**config.mk**
```make
export PLATFORM = sky130hd
export DESIGN_NAME = button_press_classifier_top
export DESIGN_NICKNAME = d
export VERILOG_FILES = /design/src/hdl/bpc_pkg.sv /design/src/hdl/bpc_lane.sv /design/src/hdl/bpc_merge.sv /design/src/hdl/bpc_outbuf.sv /design/src/hdl/button_press_classifier_top.sv
export SDC_FILE = /design/constraint.sdc
export NUM_CORES = 1
export LEC_CHECK = 0
export ABC_CLOCK_PERIOD_IN_PS = 6450
export BUFFER_PORTS_ARGS = -buffer_cell sky130_fd_sc_hd__buf_2
export CAP_MARGIN = 20
export CORE_ASPECT_RATIO = 0.6
export CORE_MARGIN = 2
export CORE_UTILIZATION = 30
export CTS_BUF_LIST = sky130_fd_sc_hd__clkbuf_16
export DETAILED_ROUTE_END_ITERATION = 6
export GPL_TIMING_DRIVEN = 0
export MAX_ROUTING_LAYER = met4
export PLACE_DENSITY_LB_ADDON = 0.15
export SLEW_MARGIN = 20
export SYNTH_ARGS = -nofsm -noshare
export SYNTH_HDL_FRONTEND = slang
export SYNTH_SLANG_ARGS = --single-unit
```
**constraint.sdc**
```tcl
create_clock -name clk -period 6.45 [get_ports clk]
set_input_delay 0.645 -clock clk [delete_from_list [all_inputs] [get_ports clk]]
set_output_delay 0.645 -clock clk [all_outputs]
set_load 0.03 [all_outputs]
```
**src/hdl/bpc_pkg.sv**
```systemverilog
// shared types and constants for the button press classifier
// no dependencies

package bpc_pkg;

	localparam int NUM_BUTTONS_DEF = 3;
	localparam int PIN_BITS        = 3;
	localparam int TIME_W          = 32;
	localparam int THRESH_W        = 16;
	localparam int IN_USE_W        = 2;
	localparam int INDEX_W         = 2;
	localparam int CFG_ADDR_W      = 2;
	localparam int CFG_DATA_W      = 16;

	localparam logic [THRESH_W-1:0] SHORT_PRESS_RST = 16'd50;
	localparam logic [THRESH_W-1:0] LONG_PRESS_RST  = 16'd1000;
	localparam logic [IN_USE_W-1:0] IN_USE_RST      = 2'd3;

	// configuration register indexes
	typedef enum logic [CFG_ADDR_W-1:0] {
		REG_SHORT_PRESS = 2'd0,
		REG_LONG_PRESS  = 2'd1,
		REG_DIRECT_MODE = 2'd2,
		REG_IN_USE      = 2'd3
	} cfg_reg_t;

	// per button state; code three never arises and acts like up
	typedef enum logic [1:0] {
		MODE_UP   = 2'd0,
		MODE_DOWN = 2'd1,
		MODE_WAIT = 2'd2
	} btn_mode_t;

	typedef struct packed {
		logic [THRESH_W-1:0] short_press_ms;
		logic [THRESH_W-1:0] long_press_ms;
		logic                long_direct_mode;
	} thresh_cfg_t;

	typedef struct packed {
		logic hit;
		logic is_long;
	} lane_evt_t;

	typedef struct packed {
		logic               event_valid;
		logic [INDEX_W-1:0] button_index;
		logic               press_was_long;
	} scan_res_t;

endpackage

```
**src/hdl/bpc_lane.sv**
```systemverilog
// one button lane: state, press timestamp and event detection
// depends on bpc_pkg

module bpc_lane (
	input  logic                                 clk,
	input  logic                                 arst_n,
	input  bpc_pkg::thresh_cfg_t                 cfg,
	input  logic                                 pressed,
	input  logic [bpc_pkg::TIME_W-1:0]           now_ms,
	input  logic                                 upd_en,
	output bpc_pkg::lane_evt_t                   evt
);
	import bpc_pkg::*;

	btn_mode_t           mode_q;
	logic [TIME_W-1:0]   start_q;
	btn_mode_t           mode_nxt;
	logic [TIME_W-1:0]   start_nxt;
	logic [TIME_W-1:0]   delta;
	logic                over_long;
	logic                below_short;

	assign delta       = now_ms - start_q;
	assign over_long   = delta > {{(TIME_W-THRESH_W){1'b0}}, cfg.long_press_ms};
	assign below_short = delta < {{(TIME_W-THRESH_W){1'b0}}, cfg.short_press_ms};

	always_comb begin
		mode_nxt    = mode_q;
		start_nxt   = start_q;
		evt.hit     = 1'b0;
		evt.is_long = 1'b0;
		unique case (mode_q)
			MODE_DOWN: begin
				if (pressed) begin
					if (cfg.long_direct_mode && over_long) begin
						mode_nxt    = MODE_WAIT;
						evt.hit     = 1'b1;
						evt.is_long = 1'b1;
					end
				end else begin
					mode_nxt    = MODE_UP;
					evt.hit     = !below_short;
					evt.is_long = !below_short && over_long;
				end
			end
			MODE_WAIT: begin
				if (!pressed) begin
					mode_nxt = MODE_UP;
				end
			end
			default: begin
				if (pressed) begin
					mode_nxt  = MODE_DOWN;
					start_nxt = now_ms;
				end
			end
		endcase
	end

	always_ff @(posedge clk or negedge arst_n) begin
		if (!arst_n) begin
			mode_q  <= MODE_UP;
			start_q <= '0;
		end else if (upd_en) begin
			mode_q  <= mode_nxt;
			start_q <= start_nxt;
		end
	end

endmodule

```
**src/hdl/bpc_merge.sv**
```systemverilog
// priority merge: picks the first scanned lane with an event and
// gates the updates of later lanes; depends on bpc_pkg

module bpc_merge #(
	parameter int NUM_BUTTONS = bpc_pkg::NUM_BUTTONS_DEF
) (
	input  bpc_pkg::lane_evt_t                 evt [NUM_BUTTONS],
	input  logic [bpc_pkg::IN_USE_W-1:0]       buttons_in_use,
	output logic [NUM_BUTTONS-1:0]             scan,
	output logic [NUM_BUTTONS-1:0]             sel,
	output bpc_pkg::scan_res_t                 res
);
	import bpc_pkg::*;

	logic [NUM_BUTTONS:0] found;

	// a lane is scanned while it is in use and no lower lane has fired
	always_comb begin
		found[0] = 1'b0;
		for (int k = 0; k < NUM_BUTTONS; k++) begin
			scan[k]    = (k < int'(buttons_in_use)) && !found[k];
			sel[k]     = scan[k] && evt[k].hit;
			found[k+1] = found[k] || sel[k];
		end
	end

	always_comb begin
		res = '0;
		for (int k = 0; k < NUM_BUTTONS; k++) begin
			if (sel[k]) begin
				res.event_valid    = 1'b1;
				res.button_index   = INDEX_W'(k);
				res.press_was_long = evt[k].is_long;
			end
		end
	end

endmodule

```
**src/hdl/bpc_outbuf.sv**
```systemverilog
// two-word result buffer: output register plus skid register
// depends on bpc_pkg

module bpc_outbuf (
	input  logic               clk,
	input  logic               arst_n,
	input  logic               push,
	input  bpc_pkg::scan_res_t res_in,
	output logic               can_push,
	output logic               out_valid,
	input  logic               out_ready,
	output bpc_pkg::scan_res_t res_out
);
	import bpc_pkg::*;

	logic      out_valid_q;
	logic      skid_valid_q;
	scan_res_t out_q;
	scan_res_t skid_q;
	logic      out_free;

	assign out_free  = !out_valid_q || out_ready;
	assign can_push  = !skid_valid_q;
	assign out_valid = out_valid_q;
	assign res_out   = out_q;

	always_ff @(posedge clk or negedge arst_n) begin
		if (!arst_n) begin
			out_valid_q  <= 1'b0;
			skid_valid_q <= 1'b0;
		end else if (out_free) begin
			if (skid_valid_q) begin
				out_valid_q  <= 1'b1;
				skid_valid_q <= push;
			end else begin
				out_valid_q  <= push;
			end
		end else if (push) begin
			skid_valid_q <= 1'b1;
		end
	end

	always_ff @(posedge clk) begin
		if (out_free) begin
			if (skid_valid_q) begin
				out_q <= skid_q;
				if (push) begin
					skid_q <= res_in;
				end
			end else if (push) begin
				out_q <= res_in;
			end
		end else if (push) begin
			skid_q <= res_in;
		end
	end

endmodule

```
**src/hdl/button_press_classifier_top.sv**
```systemverilog
// top level of the button press classifier
// depends on bpc_pkg, bpc_lane, bpc_merge, bpc_outbuf

// Classifies short and long presses of up to three active-low buttons. Each
// input word is one scan: the pin levels and a free-running millisecond time
// (wraps at 2^32). Every scan yields exactly one result word; event_valid
// tells whether a button fired, and only the lowest-index button that fires
// is reported, with higher buttons left untouched for that scan. One scan is
// taken per clock cycle while in_ready is high: each button has its own lane
// (state, press time, one 32-bit subtract and two compares) and a priority merge
// folds the lane events into one result in the same cycle, so the next scan sees
// updated state immediately. The result is registered into the output register
// when that register is free as the scan is accepted; while an earlier result
// still waits there, it is held in the skid register and follows as soon as
// that one is taken. A two-word result buffer (output register plus skid)
// keeps in_ready high while one result waits; in_ready drops only when two
// results are pending. Configuration writes take effect on the next cycle
// and should be made while no scan is in flight.

module button_press_classifier_top #(
	parameter int NUM_BUTTONS = bpc_pkg::NUM_BUTTONS_DEF
) (
	input  logic                               clk,
	input  logic                               arst_n,
	// configuration write port
	input  logic                               cfg_we,
	input  logic [bpc_pkg::CFG_ADDR_W-1:0]     cfg_index,
	input  logic [bpc_pkg::CFG_DATA_W-1:0]     cfg_wdata,
	// scan words in
	input  logic                               in_valid,
	output logic                               in_ready,
	input  logic [bpc_pkg::PIN_BITS-1:0]       pin_levels,
	input  logic [bpc_pkg::TIME_W-1:0]         now_ms,
	// result words out
	output logic                               out_valid,
	input  logic                               out_ready,
	output logic                               event_valid,
	output logic [bpc_pkg::INDEX_W-1:0]        button_index,
	output logic                               press_was_long
);
	import bpc_pkg::*;

	thresh_cfg_t             cfg_q;
	logic [IN_USE_W-1:0]     in_use_q;
	logic                    accept;
	logic [NUM_BUTTONS-1:0]  pressed;
	logic [NUM_BUTTONS-1:0]  scan;
	logic [NUM_BUTTONS-1:0]  sel;
	lane_evt_t               evt [NUM_BUTTONS];
	scan_res_t               res;
	scan_res_t               res_out;

	// configuration registers
	always_ff @(posedge clk or negedge arst_n) begin
		if (!arst_n) begin
			cfg_q.short_press_ms   <= SHORT_PRESS_RST;
			cfg_q.long_press_ms    <= LONG_PRESS_RST;
			cfg_q.long_direct_mode <= 1'b0;
			in_use_q               <= IN_USE_RST;
		end else if (cfg_we) begin
			unique case (cfg_reg_t'(cfg_index))
				REG_SHORT_PRESS: cfg_q.short_press_ms   <= cfg_wdata[THRESH_W-1:0];
				REG_LONG_PRESS:  cfg_q.long_press_ms    <= cfg_wdata[THRESH_W-1:0];
				REG_DIRECT_MODE: cfg_q.long_direct_mode <= cfg_wdata[0];
				REG_IN_USE:      in_use_q               <= cfg_wdata[IN_USE_W-1:0];
				default: ;
			endcase
		end
	end

	assign accept = in_valid && in_ready;

	// one lane per button; buttons beyond the pin field never read as pressed
	for (genvar k = 0; k < NUM_BUTTONS; k++) begin : g_lane
		if (k < PIN_BITS) begin : g_pin
			assign pressed[k] = !pin_levels[k];
		end else begin : g_nopin
			assign pressed[k] = 1'b0;
		end

		bpc_lane u_lane (
			.clk    (clk),
			.arst_n (arst_n),
			.cfg    (cfg_q),
			.pressed(pressed[k]),
			.now_ms (now_ms),
			.upd_en (accept && scan[k]),
			.evt    (evt[k])
		);
	end

	// lowest firing lane wins
	bpc_merge #(
		.NUM_BUTTONS(NUM_BUTTONS)
	) u_merge (
		.evt           (evt),
		.buttons_in_use(in_use_q),
		.scan          (scan),
		.sel           (sel),
		.res           (res)
	);

	// result buffer decouples the output handshake
	bpc_outbuf u_outbuf (
		.clk      (clk),
		.arst_n   (arst_n),
		.push     (accept),
		.res_in   (res),
		.can_push (in_ready),
		.out_valid(out_valid),
		.out_ready(out_ready),
		.res_out  (res_out)
	);

	assign event_valid    = res_out.event_valid;
	assign button_index   = res_out.button_index;
	assign press_was_long = res_out.press_was_long;

	// at most one lane reports per scan
	a_one_winner: assert property (@(posedge clk) disable iff (!arst_n)
		$onehot0(sel))
		else $error("more than one lane selected in a scan");

	// a word without an event carries zero fields
	a_quiet_fields: assert property (@(posedge clk) disable iff (!arst_n)
		out_valid && !event_valid |-> button_index == '0 && !press_was_long)
		else $error("result without event has nonzero fields");

	// after an accepted scan, out_valid is always high in the next cycle
	a_result_follows: assert property (@(posedge clk) disable iff (!arst_n)
		accept |=> out_valid)
		else $error("accepted scan produced no result");

	// input stalls only when the buffer holds a waiting result
	a_stall_full: assert property (@(posedge clk) disable iff (!arst_n)
		!in_ready |-> out_valid)
		else $error("input stalled with empty output register");

	// when lane zero fires, no lane above it is scanned
	a_gate_later: assert property (@(posedge clk) disable iff (!arst_n)
		sel[0] |-> (scan >> 1) == '0)
		else $error("lane above a winner was scanned");

endmodule
```
* After elaboration in Yosys (flattened, before gate mapping)
Index checks and enable logic that the tools add are counted.
** Cells by class
- Add/sub/neg operators :: 3
- Magnitude comparators :: 9
- Eq/ne operators :: 19
- Muxes and demuxes :: 36
- Bitwise gates (word level) :: 6
- Reduce and logical (&&, ||, !) cells :: 41
** Operators with widths (number)
- greater-than comparator 32 x 16 -> 1 bit :: 3
- less-than comparator 32 x 16 -> 1 bit :: 3
- subtractor 32 bit :: 3
- 2-to-1 mux 2 bit :: 21
- 2-to-1 mux 4 bit :: 8
- logical AND 1 bit :: 15
- case mux 2 bit (2 select lines) :: 3
- AND reduction 4 bit :: 3
- == test 2 bit (second input constant) :: 5
- AND reduction 2 bit :: 5
- != test 3 x 1 -> 1 bit (second input constant) :: 3
- != test 3 x 2 -> 1 bit (second input constant) :: 3
- AND reduction 3 bit :: 3
- == test 2 x 1 -> 1 bit (second input constant) :: 4
- zero test 1 bit :: 7
- != test 2 bit (second input constant) :: 3
- inverter 1 bit :: 6
- OR reduction 2 bit :: 3
- less-than comparator 1 x 2 -> 1 bit (first input constant) :: 2
- 2-to-1 mux 1 bit :: 4
- nonzero test 2 bit :: 2
- zero test 2 bit :: 1
- logical OR 1 bit :: 2
- less-than comparator 2 bit (first input constant) :: 1
- != test 2 x 1 -> 1 bit (second input constant) :: 1
** Word-level totals
- Bits in registers :: 147
- Output and inout bits :: 6
- Logic and storage cells :: 132

* Depth between registers and ports, before layout
- Word-level depth :: 18
- Depth in mapped cells :: 24
- Gate-level depth less buffers :: 24

* By module
Synthesis repeated with hierarchy kept, for this count alone.
** Second synthesis, totals
- Cells, all modules :: 1646
- Area total of the unflattened synthesis :: 14402.6 µm²
** Modules (own cells, without submodules)
- bpc_lane :: times used 3, cells an instance 509, area an instance 4171.5 µm²
- button_press_classifier_top :: times used 1, cells an instance 83, area an instance 1387.6 µm²
- bpc_outbuf :: times used 1, cells an instance 23, area an instance 401.6 µm²
- bpc_merge :: times used 1, cells an instance 13, area an instance 98.8 µm²

* Worst setup path before layout
No wires, ideal clock.
- Kind :: input to register
- From :: input now_ms[3] (netlist bit)
- To :: register g_lane[1].u_lane.start_q[23]
- Arrival :: 5.133 ns
- Required time :: 6.325 ns
- Slack :: 1.192 ns
- Cell stages on the path :: 21
- Cell sequence :: ha_1 > a21o_1 > a21oi_1 > nand2_1 > a21o_1 > a21o_1 > a21o_1 > a21oi_1 > xnor2_1 > ha_1 > and3_1 > a2111o_1 > a221o_1 > a41o_1 > mux2i_1 > nand2_1 > o21ai_1 > nand3_1 > nor3b_2 > buf_4 > mux2_2
** Between the ends
- Word-level cells in the longest chain between the ends :: 11
- Elaborated cells between the ends (all ways) :: 13
- Those cells by class :: add/sub (1); order compare (2); mux (3); reduce/logical (7)
** RTL lines
- start: declaration :: RTL line button_press_classifier_top.sv:33 : input logic [bpc_pkg::TIME_W-1:0] now_ms,
- subtractor 32 bit (*) :: RTL line bpc_lane.sv:23 : assign delta = now_ms - start_q;
- greater-than comparator 32 x 16 -> 1 bit :: RTL line bpc_lane.sv:24 : assign over_long = delta > {{(TIME_W-THRESH_W){1'b0}}, cfg.long_press_ms};
- logical AND 1 bit :: RTL line bpc_lane.sv:35 : if (cfg.long_direct_mode && over_long) begin
- 2-to-1 mux 2 bit :: RTL line bpc_lane.sv:35
- 2-to-1 mux 2 bit (*) :: RTL line bpc_lane.sv:34 : if (pressed) begin
- 2-to-1 mux 2 bit (*) :: RTL line bpc_lane.sv:32 : unique case (mode_q)
- logical AND 1 bit (*) :: RTL line bpc_merge.sv:22 : sel[k] = scan[k] && evt[k].hit;
- zero test 1 bit (*) :: RTL line bpc_merge.sv:21 : scan[k] = (k < int'(buttons_in_use)) && !found[k];
- logical AND 1 bit (*) :: RTL line bpc_merge.sv:21
- logical AND 1 bit (*) :: RTL line button_press_classifier_top.sv:87 : .upd_en (accept && scan[k]),
- AND reduction 3 bit (no line) (*)
- end signal: assignment :: RTL line bpc_lane.sv:66 : start_q <= start_nxt;
- end: declaration :: RTL line bpc_lane.sv:16 : logic [TIME_W-1:0] start_q;
Every way passes the cells marked *; elsewhere a longest branch is shown, timed or not.
A chain may end at the register's enable or synchronous reset.

* Worst setup path in the final report
- From :: input now_ms[3] (netlist bit)
- To :: register g_lane[1].u_lane.start_q[29]
Same word-level chain as after synthesis.

==> metrics.txt <==
clock sink count 147; later-pin clock latency in the skew report 0.47 ns; sw frac 0.508; routed via count 12100; Pwr Density 542 nW/um^2; largest area contributor in the netlist dfrtp_1; Final HPWL DP around 37 mm; Clock Pin Slew Worst Setup and Hold Paths ~0.080 ns; row cnt 60; crit-path max FO 10; CTS Hold Bufs 0; Worst Skew 0.0223 ns; max cap viols 0; total power roughly 0.0085 W; FF-to-FF End g_lane[1].u_lane.start_q[29]; FFs w/ async S/R, synth 0.946; gpl congestion 0.886; n_diodes 0; count of cell types in the netlist 84; DIE WIDTH 282 um; worst reg2reg path depth 23; I/O Buffers 61; RSZ-0062 raised after global routing no; CTS Buffer Depth 2; Buf/Inv on CP 3; # fillers 4811; relative slew slack 0.372; first-pass GRT wire length between 60 and 70 mm; Cell Area, Synth 13900 um^2; Clock power frac 0.119; # H-tree levels 4; syn avg cell area 8.62 um^2; CP most frequent cell a21o_1; setup ws final 0.440 ns; YS warnings 0; Crit-path slowest cell a2111o_1; most numerous cell in the Yosys netlist ha_1; top cells by count, synth 192 x ha_1, 163 x nand2_1, 147 x inv_1; DRT antenna net count 0; Synth Register Bits 147; Critical path origin now_ms[3]; largest cells by area after synthesis dfrtp_1 23%, ha_1 17%, mux2_2 5.1%; Critical Path Max Stage Delay 0.40 ns; Register Area 3730 um^2; post-synth top area share 0.231; Worst path depth 23; Psw roughly 0.0043 W; GRT Util Overall 0.196; DR pass1 iterations 7; IO Count 64; CTS tree yes; Tcrit/Tclk final 0.932; Post-synth EDFFs 8; initial antenna violation count 2; drt drc 0; Die Height 171 um; WL final 45.1 mm; area growth from synthesis to layout 12.4%; Synth Flop Type dfrtp_1; leakage 7.08 nW; Worst Setup EP g_lane[1].u_lane.start_q[29]; R2R Setup Slk 0.45 ns; post-synthesis net count 1863; initial core utilization 0.307; register area share after synthesis 0.269; Nets 1947; final worst path period need ~6 ns; Worst IR Drop VDD 0.000203 V; CTS buffer count 17; GR Overflow Total 0; CP delay by family, top compound AO/OA/AOI/OAI gates; Slew @ Worst Pin 0.936 ns; FF-to-FF Start g_lane[0].u_lane.start_q[3]; Hold Crit Class input pin to asynchronous set/reset pin; DP Worst Slack -0.803 ns; cells along the critical path buf_2, ha_1, a21o_1, a21oi_1, nand2_1, a21o_1, a21o_1, a21o_1, a21oi_1, xnor2_1, ha_1, and3_1, a2111o_1, a221o_1, a41o_1, mux2i_1, nand2_1, o21ai_1, nand3_1, nor3b_4, buf_12, buf_4, mux2_2; die area 48000 um^2; status finished clean; kind of critical path input pin to flop; CP endpoint kind flop; largest net degree at the start of global routing 74; fmax 166 MHz; vias per cell 5.22; share of post-route cells with drive strength above 1 0.134; Final Hold Vio Count 0; Reg power frac 0.173; TNS Setup 0 ns; multi-input logic area 9380 um^2; P_int 0.00416 W; WL/cell 19.4 um; crit path launch type input pin; Worst EP required 6.78 ns; initial DRC count a little over 900; root buf cell clkbuf_16; vias in the first global route 11400; Core Footprint 45200 um^2; Post-Synthesis Cells 1610; WP data arrival 6.34 ns; Logic pwr share 0.708; Final Setup Violations 0; Final Slew Violations 0
==> cells in the final DEF (no fill, tap or decap), types with 10 or more instances in the layout <==
cell,instances
ha_1,192
nand2_1,163
inv_1,150
a21oi_1,133
o21ai_0,128
dfrtp_1,128
nor2_1,81
buf_2,67
mux2_2,63
a21o_1,52
nand4_1,40
xnor2_1,36
clkbuf_1,34
mux2_4,29
xor2_1,26
o211ai_1,25
o21a_1,23
nor3_1,21
nand3_1,20
nor2b_1,17
clkbuf_16,17
nand2b_1,16
a211oi_1,14
a31oi_1,13
or3_1,12
dfstp_2,11
mux2i_1,10
nor4_1,10
==> power groups by stage <==
| stage | registers, W | clock network (W) | logic [W] |
|---|---|---|---|
| 6_report | 0.00146 | 0.00101 | 0.00598 |
| 5_1_grt | 0.00151 | 0.00107 | 0.00670 |
| 4_1_cts | 0.00146 | 0.00103 | 0.00588 |
| 3_5_place_dp | 0.00148 | 0 | 0.00584 |
| 3_3_place_gp | 0.00147 | 0 | 0.00576 |
| 2_1_floorplan | 0.00144 | 0 | 0.00421 |
==> cell families (layout without fill, tap and decap cells) <==
logic type               count (synthesis)  count (layout)  synth area share
multiplexers                           104             104            0.0914
buffers and inverters                  196             293            0.0563
adder cells (fa/ha/maj)                195             195             0.178
XOR/XNOR                                62              62            0.0391
AO/OA/AOI/OAI                          484             484             0.218
AND/OR/NAND/NOR                        422             422             0.149
flip-flops                             147             147             0.269
==> worst min-delay path by stage <==
stage          depth (start not counted)                            to  slack [ns]                         start
3_3_place_gp                           1   g_lane[1].u_lane.start_q[6]        0.47   g_lane[1].u_lane.start_q[6]
6_report                               1                     cfg_q[16]        0.11                        arst_n
4_1_cts                                1                     cfg_q[16]        0.14                        arst_n
5_1_grt                                1                     cfg_q[16]        0.16                        arst_n
2_1_floorplan                          0                      cfg_q[0]        0.35                        arst_n
3_5_place_dp                           1  g_lane[1].u_lane.start_q[22]        0.48  g_lane[1].u_lane.start_q[22]
==> metal layers <==
metal	part of all wire	routed length [um]	track usage	vias up
met1	0.58	26100	0.318	5839
met4	0.011	505	0.0349	0
met5	0	0	-	-
met3	0.051	2310	0.0333	24
met2	0.36	16200	0.244	265
li1	-	-	-	6018
==> layout make-up <==
cell class | count | area share
clock inverters | 15 | 0.00754
flip-flops and latches | 147 | 0.239
well taps | 620 | 0.0498
multi-input cells | 1267 | 0.602
repair buffers | 65 | 0.0242
plain buffers | 49 | 0.0147
clock buffers | 17 | 0.0273
inverters | 147 | 0.0354
==> worst reg2reg max path: stages (launching register included) <==
cell	delay, ns
dfrtp_1	0.36
inv_1	0.07
ha_1	0.29
a21o_1	0.20
a21oi_1	0.27
nand2_1	0.14
a21o_1	0.20
a21o_1	0.20
a21o_1	0.18
a21oi_1	0.16
xnor2_1	0.31
ha_1	0.34
and3_1	0.16
a2111o_1	0.40
a221o_1	0.34
a41o_1	0.25
mux2i_1	0.24
nand2_1	0.08
o21ai_1	0.29
nand3_1	0.30
nor3b_4	0.29
buf_12	0.17
buf_4	0.26
mux2_2	0.36
==> metrics by stage <==
stage	utilization	std cells	instance area, um^2	hold slack (ns)
final	0.345	2327	15600	0.110
after global routing	0.345	2327	15600	0.157
after CTS	0.345	2327	15600	0.137
after detailed placement	0.332	2293	15000	0.480
after global placement	0.331	2291	15000	0.475
after floorplan	-	1610	13900	0.349
==> registers in the layout, indices dropped and copies added (netlist names) <==
signal	count
in_use_q	2
g_lane.u_lane.mode_q	6
u_outbuf.skid_valid_q	1
g_lane.u_lane.start_q	96
u_outbuf.skid_q	4
cfg_q	33
u_outbuf.out_valid	1
u_outbuf.res_out	4
==> timing repair <==
| item | in CTS | in global routing |
|---|---|---|
| pin swaps | 1 | 0 |
| setup endpoints to repair | 32 | 61 |
| gates resized for setup | 1 | 3 |
| buffers inserted | 2 | 0 |
No activity file was read; power rests on OpenSTA's default activity.
